**src/rtl/core/srr_ram.sv**
```systemverilog
// ----------------------------------------------------------------------------
// srr_ram
// Generic simple dual-port RAM, one write and one registered read port.
// ----------------------------------------------------------------------------
module srr_ram #(
   parameter int WIDTH = 8,
   parameter int DEPTH = 256
) (
   input  logic                     clock,
   input  logic                     wr_en,
   input  logic [$clog2(DEPTH)-1:0] wr_addr,
   input  logic [WIDTH-1:0]         wr_data,
   input  logic [$clog2(DEPTH)-1:0] rd_addr,
   output logic [WIDTH-1:0]         rd_data
);

   logic [WIDTH-1:0] mem [DEPTH];
   logic [WIDTH-1:0] rd_data_ff;

   always_ff @(posedge clock) begin
      if (wr_en) begin
         mem[wr_addr] <= wr_data;
      end
      rd_data_ff <= mem[rd_addr];
   end

   assign rd_data = rd_data_ff;

endmodule

```
**config.mk**
```make
export PLATFORM = sky130hd
export DESIGN_NAME = srr_ram
export DESIGN_NICKNAME = d
export VERILOG_FILES = /design/src/rtl/core/srr_ram.sv
export SDC_FILE = /design/constraint.sdc
export NUM_CORES = 2
export LEC_CHECK = 0
export ABC_AREA = 1
export BUFFER_PORTS_ARGS = -buffer_cell sky130_fd_sc_hd__buf_4
export CAP_MARGIN = 5
export CORE_MARGIN = 2
export CORE_UTILIZATION = 60
export CTS_BUF_LIST = sky130_fd_sc_hd__clkbuf_8 sky130_fd_sc_hd__clkbuf_16
export CTS_CLUSTER_DIAMETER = 200
export DETAILED_ROUTE_END_ITERATION = 16
export PLACE_DENSITY_LB_ADDON = 0.3
export SETUP_SLACK_MARGIN = 0.4
export SLEW_MARGIN = 20
export SYNTH_ARGS = -nofsm -noshare
export SYNTH_HDL_FRONTEND = slang
export SYNTH_SLANG_ARGS = --single-unit
export TNS_END_PERCENT = 20
```
**constraint.sdc**
```tcl
create_clock -name clock -period 2.6 [get_ports clock]
set_input_delay 0.52 -clock clock [delete_from_list [all_inputs] [get_ports clock]]
set_output_delay 0.52 -clock clock [all_outputs]
set_load 0.03 [all_outputs]
```
==> flow_metrics.env <==
export IMPL_vias=58016
export IMPL_rsz0062_at_grt="true"
export IMPL_cp_slowest_stage_delay_ns=0.30
export IMPL_ir_drop_v=0.0004966
export IMPL_cts_resized=0
export IMPL_antenna_found_initial=14
export IMPL_maxCapViolCount=0
export IMPL_r2r_slack_ns=0.54
export IMPL_hpwl_mm=141.1
export IMPL_rows=136
export IMPL_fmax_ghz=0.4413
export IMPL_place_inst=8935
export IMPL_die_h_um=376.8
export IMPL_crit_fanout=60
export IMPL_die_x_um=376.8
export IMPL_synth_nets=7029
export IMPL_period_minus_slack_ns=2.266
export IMPL_pre_cts_ws_ns=-0.3933
export IMPL_hp_class="input pin to register"
export IMPL_grt_max_degree=81
export IMPL_dieArea_um2=142000
export IMPL_cts_made_buffers=196
export IMPL_layout_setup_ws_ns=0.3337
export IMPL_clk_pin_slew_ns=0.06
export IMPL_crit_required_ns=3.38
export IMPL_syn_avg_cell_area_um2=11.91
export IMPL_synth_seq_area_share=0.7394
export IMPL_tritoncts="done"
export IMPL_totalWireLength_mm=231.9
export IMPL_crit_type="input pin to register"
export IMPL_leakagePower_nw=34.50
export IMPL_ys_warn_count=0
export IMPL_drc=0
export IMPL_pin_count=34
export IMPL_setup_tns_ns=0
export IMPL_htree_levels=4
export IMPL_wl_per_cell_um=24.93
export IMPL_initial_core_util=0.6058
export IMPL_gp_congestion=0.9297
export IMPL_clkLatencyLatePin_ns=0.84
export IMPL_hold_violations=0
export IMPL_reg2reg_from="mem[103][7]$_DFFE_PP_"
export IMPL_crit_top_cell="nand3_1"
export IMPL_core_area_um2=137700
export IMPL_clockBufferDepth=3
export IMPL_placement_io_buffers=33
export IMPL_post_cts_buffers=0
export IMPL_gr_total_overflow=0
export IMPL_drive_gt1_frac=0.1190
export IMPL_p_total_mw=68.51
export IMPL_cts_sinks=2056
export IMPL_grt_pass1_wl_mm=344.8
export IMPL_synth_seq_cells=2056
export IMPL_fill_cells=9026
export IMPL_yosysUniqueCellTypes=14
export IMPL_slew_viol_final=0
export IMPL_syn_inst=7003
export IMPL_vias_per_cell=6.237
export IMPL_min_period_over_period=0.8716
export IMPL_final_setup_viol_count=0
export IMPL_layout_nets=7365
export IMPL_cp_start_kind="input pin"
export IMPL_dr_pass1_iters=6
export IMPL_area_growth_pct=14.74
export IMPL_path_cells="buf_8 > buf_12 > buf_16 > buf_4 > nand2_1 > nand3_1 > nand3_1 > nand3_1 > nand3_1 > nand3_1 > nand3_1 > nand2_1 > nand2_1 > nand2_1"
export IMPL_grt_pass1_vias=55294
export IMPL_synthesis_area_um2=83400
export IMPL_crit_slowest_cell="buf_16"
export IMPL_startpoint="rd_addr[0]"
export IMPL_final_antenna_net_count=0
export IMPL_cts_root_buf="clkbuf_16"
export IMPL_power_density_nw_per_um2=716.0
export IMPL_r2r_end="rd_data[7]$_DFF_P_"
export IMPL_cts_hold_buf=0
export IMPL_reg2reg_depth=10
export IMPL_worst_pin_slew_ns=0.9677
export IMPL_mostFrequentLayoutCells="nand2_1, edfxtp_1, nand3_1"
export IMPL_grt_use_total=0.3271
export IMPL_instances_no_fill=9302
export IMPL_status="completed"
export IMPL_slew_headroom=0.3542
export IMPL_setup_worst_path_end_class="register"
export IMPL_clock_skew_ns=0.03699
export IMPL_final_common_cell="nand2_1"
export IMPL_drt_initial_drc_count=9167
export IMPL_arrival_ns=3.05
export IMPL_crit_path_end="rd_data[2]$_DFF_P_"
[cell usage after synthesis]
cell type / number / area, um2
nand2_1: 2123 / 7969
buf_6: 16 / 180.2
inv_1: 36 / 135.1
clkbuf_1: 112 / 420.4
buf_2: 268 / 1341
buf_1: 40 / 150.1
edfxtp_1: 2048 / 61500
buf_4: 46 / 345.3
nand3_1: 2019 / 10100
inv_2: 2 / 7.510
dfxtp_1: 8 / 160.2
nor2_1: 283 / 1062
buf_8: 1 / 15.01
inv_4: 1 / 6.260
[sequential cells by signal (all words and copies together) (netlist names)]
register,cells
mem,2048
rd_data,8
[worst min path at each step]
stage,depth (start not counted),slack [ns],endpoint,start
after floorplan,0,0.62,mem[0][0]$_DFFE_PP_,wr_data[0]
final,3,0.07,rd_data[6]$_DFF_P_,rd_addr[7]
after detailed placement,3,0.91,rd_data[6]$_DFF_P_,rd_addr[7]
after CTS,3,0.02,rd_data[6]$_DFF_P_,rd_addr[7]
after global routing,3,0.04,rd_data[7]$_DFF_P_,rd_addr[7]
after global placement,3,0.91,rd_data[3]$_DFF_P_,rd_addr[7]
[cell families after synthesis]
group	count (synthesis)	share of synthesized area
flip-flops	2056	0.7394
AND/OR/NAND/NOR	4425	0.2295
buffers and inverters	522	0.03119
[layer usage]
layer | GRT usage | wire length [um]
met3 | 0.08191 | 30540
met5 | 0 | 120
met1 | 0.4526 | 84620
met2 | 0.5016 | 106600
met4 | 0.1329 | 9966
[cell type report]
| class | instances | area (um2) | share of cell area |
|---|---|---|---|
| sequential | 2056 | 61660 | 0.6444 |
| multi-input combinational | 4425 | 19140 | 0.2000 |
| timing repair buffer | 621 | 6304 | 0.06588 |
| clock buffer | 200 | 4994 | 0.05219 |
| tap | 1794 | 2245 | 0.02346 |
| clock inverter | 164 | 1159 | 0.01211 |
| inverter | 39 | 180.2 | 0.001883 |
| antenna | 3 | 7.507 | 0.00007845 |
[worst max-delay path, delay by kind of cell]
family,cells,cell delay [ns]
buffers and inverters,4,0.97
AND/OR/NAND/NOR,10,1.42
[power breakdown]
group / internal (mW) / leakage, nW / switching, mW / total, mW
Clock: 15.0 / 3.18 / 12.2 / 27.2
Sequential: 36.5 / 18.5 / 0.0466 / 36.6
Combinational: 1.36 / 12.8 / 3.37 / 4.73
[metrics by stage]
| stage | hold slack [ns] | utilization | area, um2 |
|---|---|---|---|
| floorplan | 0.6189 | - | 83400 |
| global placement | 0.9094 | 0.6503 | 89520 |
| detailed placement | 0.9056 | 0.6503 | 89520 |
| CTS | 0.02121 | 0.6949 | 95670 |
| global route | 0.04249 | 0.6950 | 95680 |
| finish | 0.07247 | 0.6951 | 95690 |
Note: power is estimated with default switching activity, not from simulation.
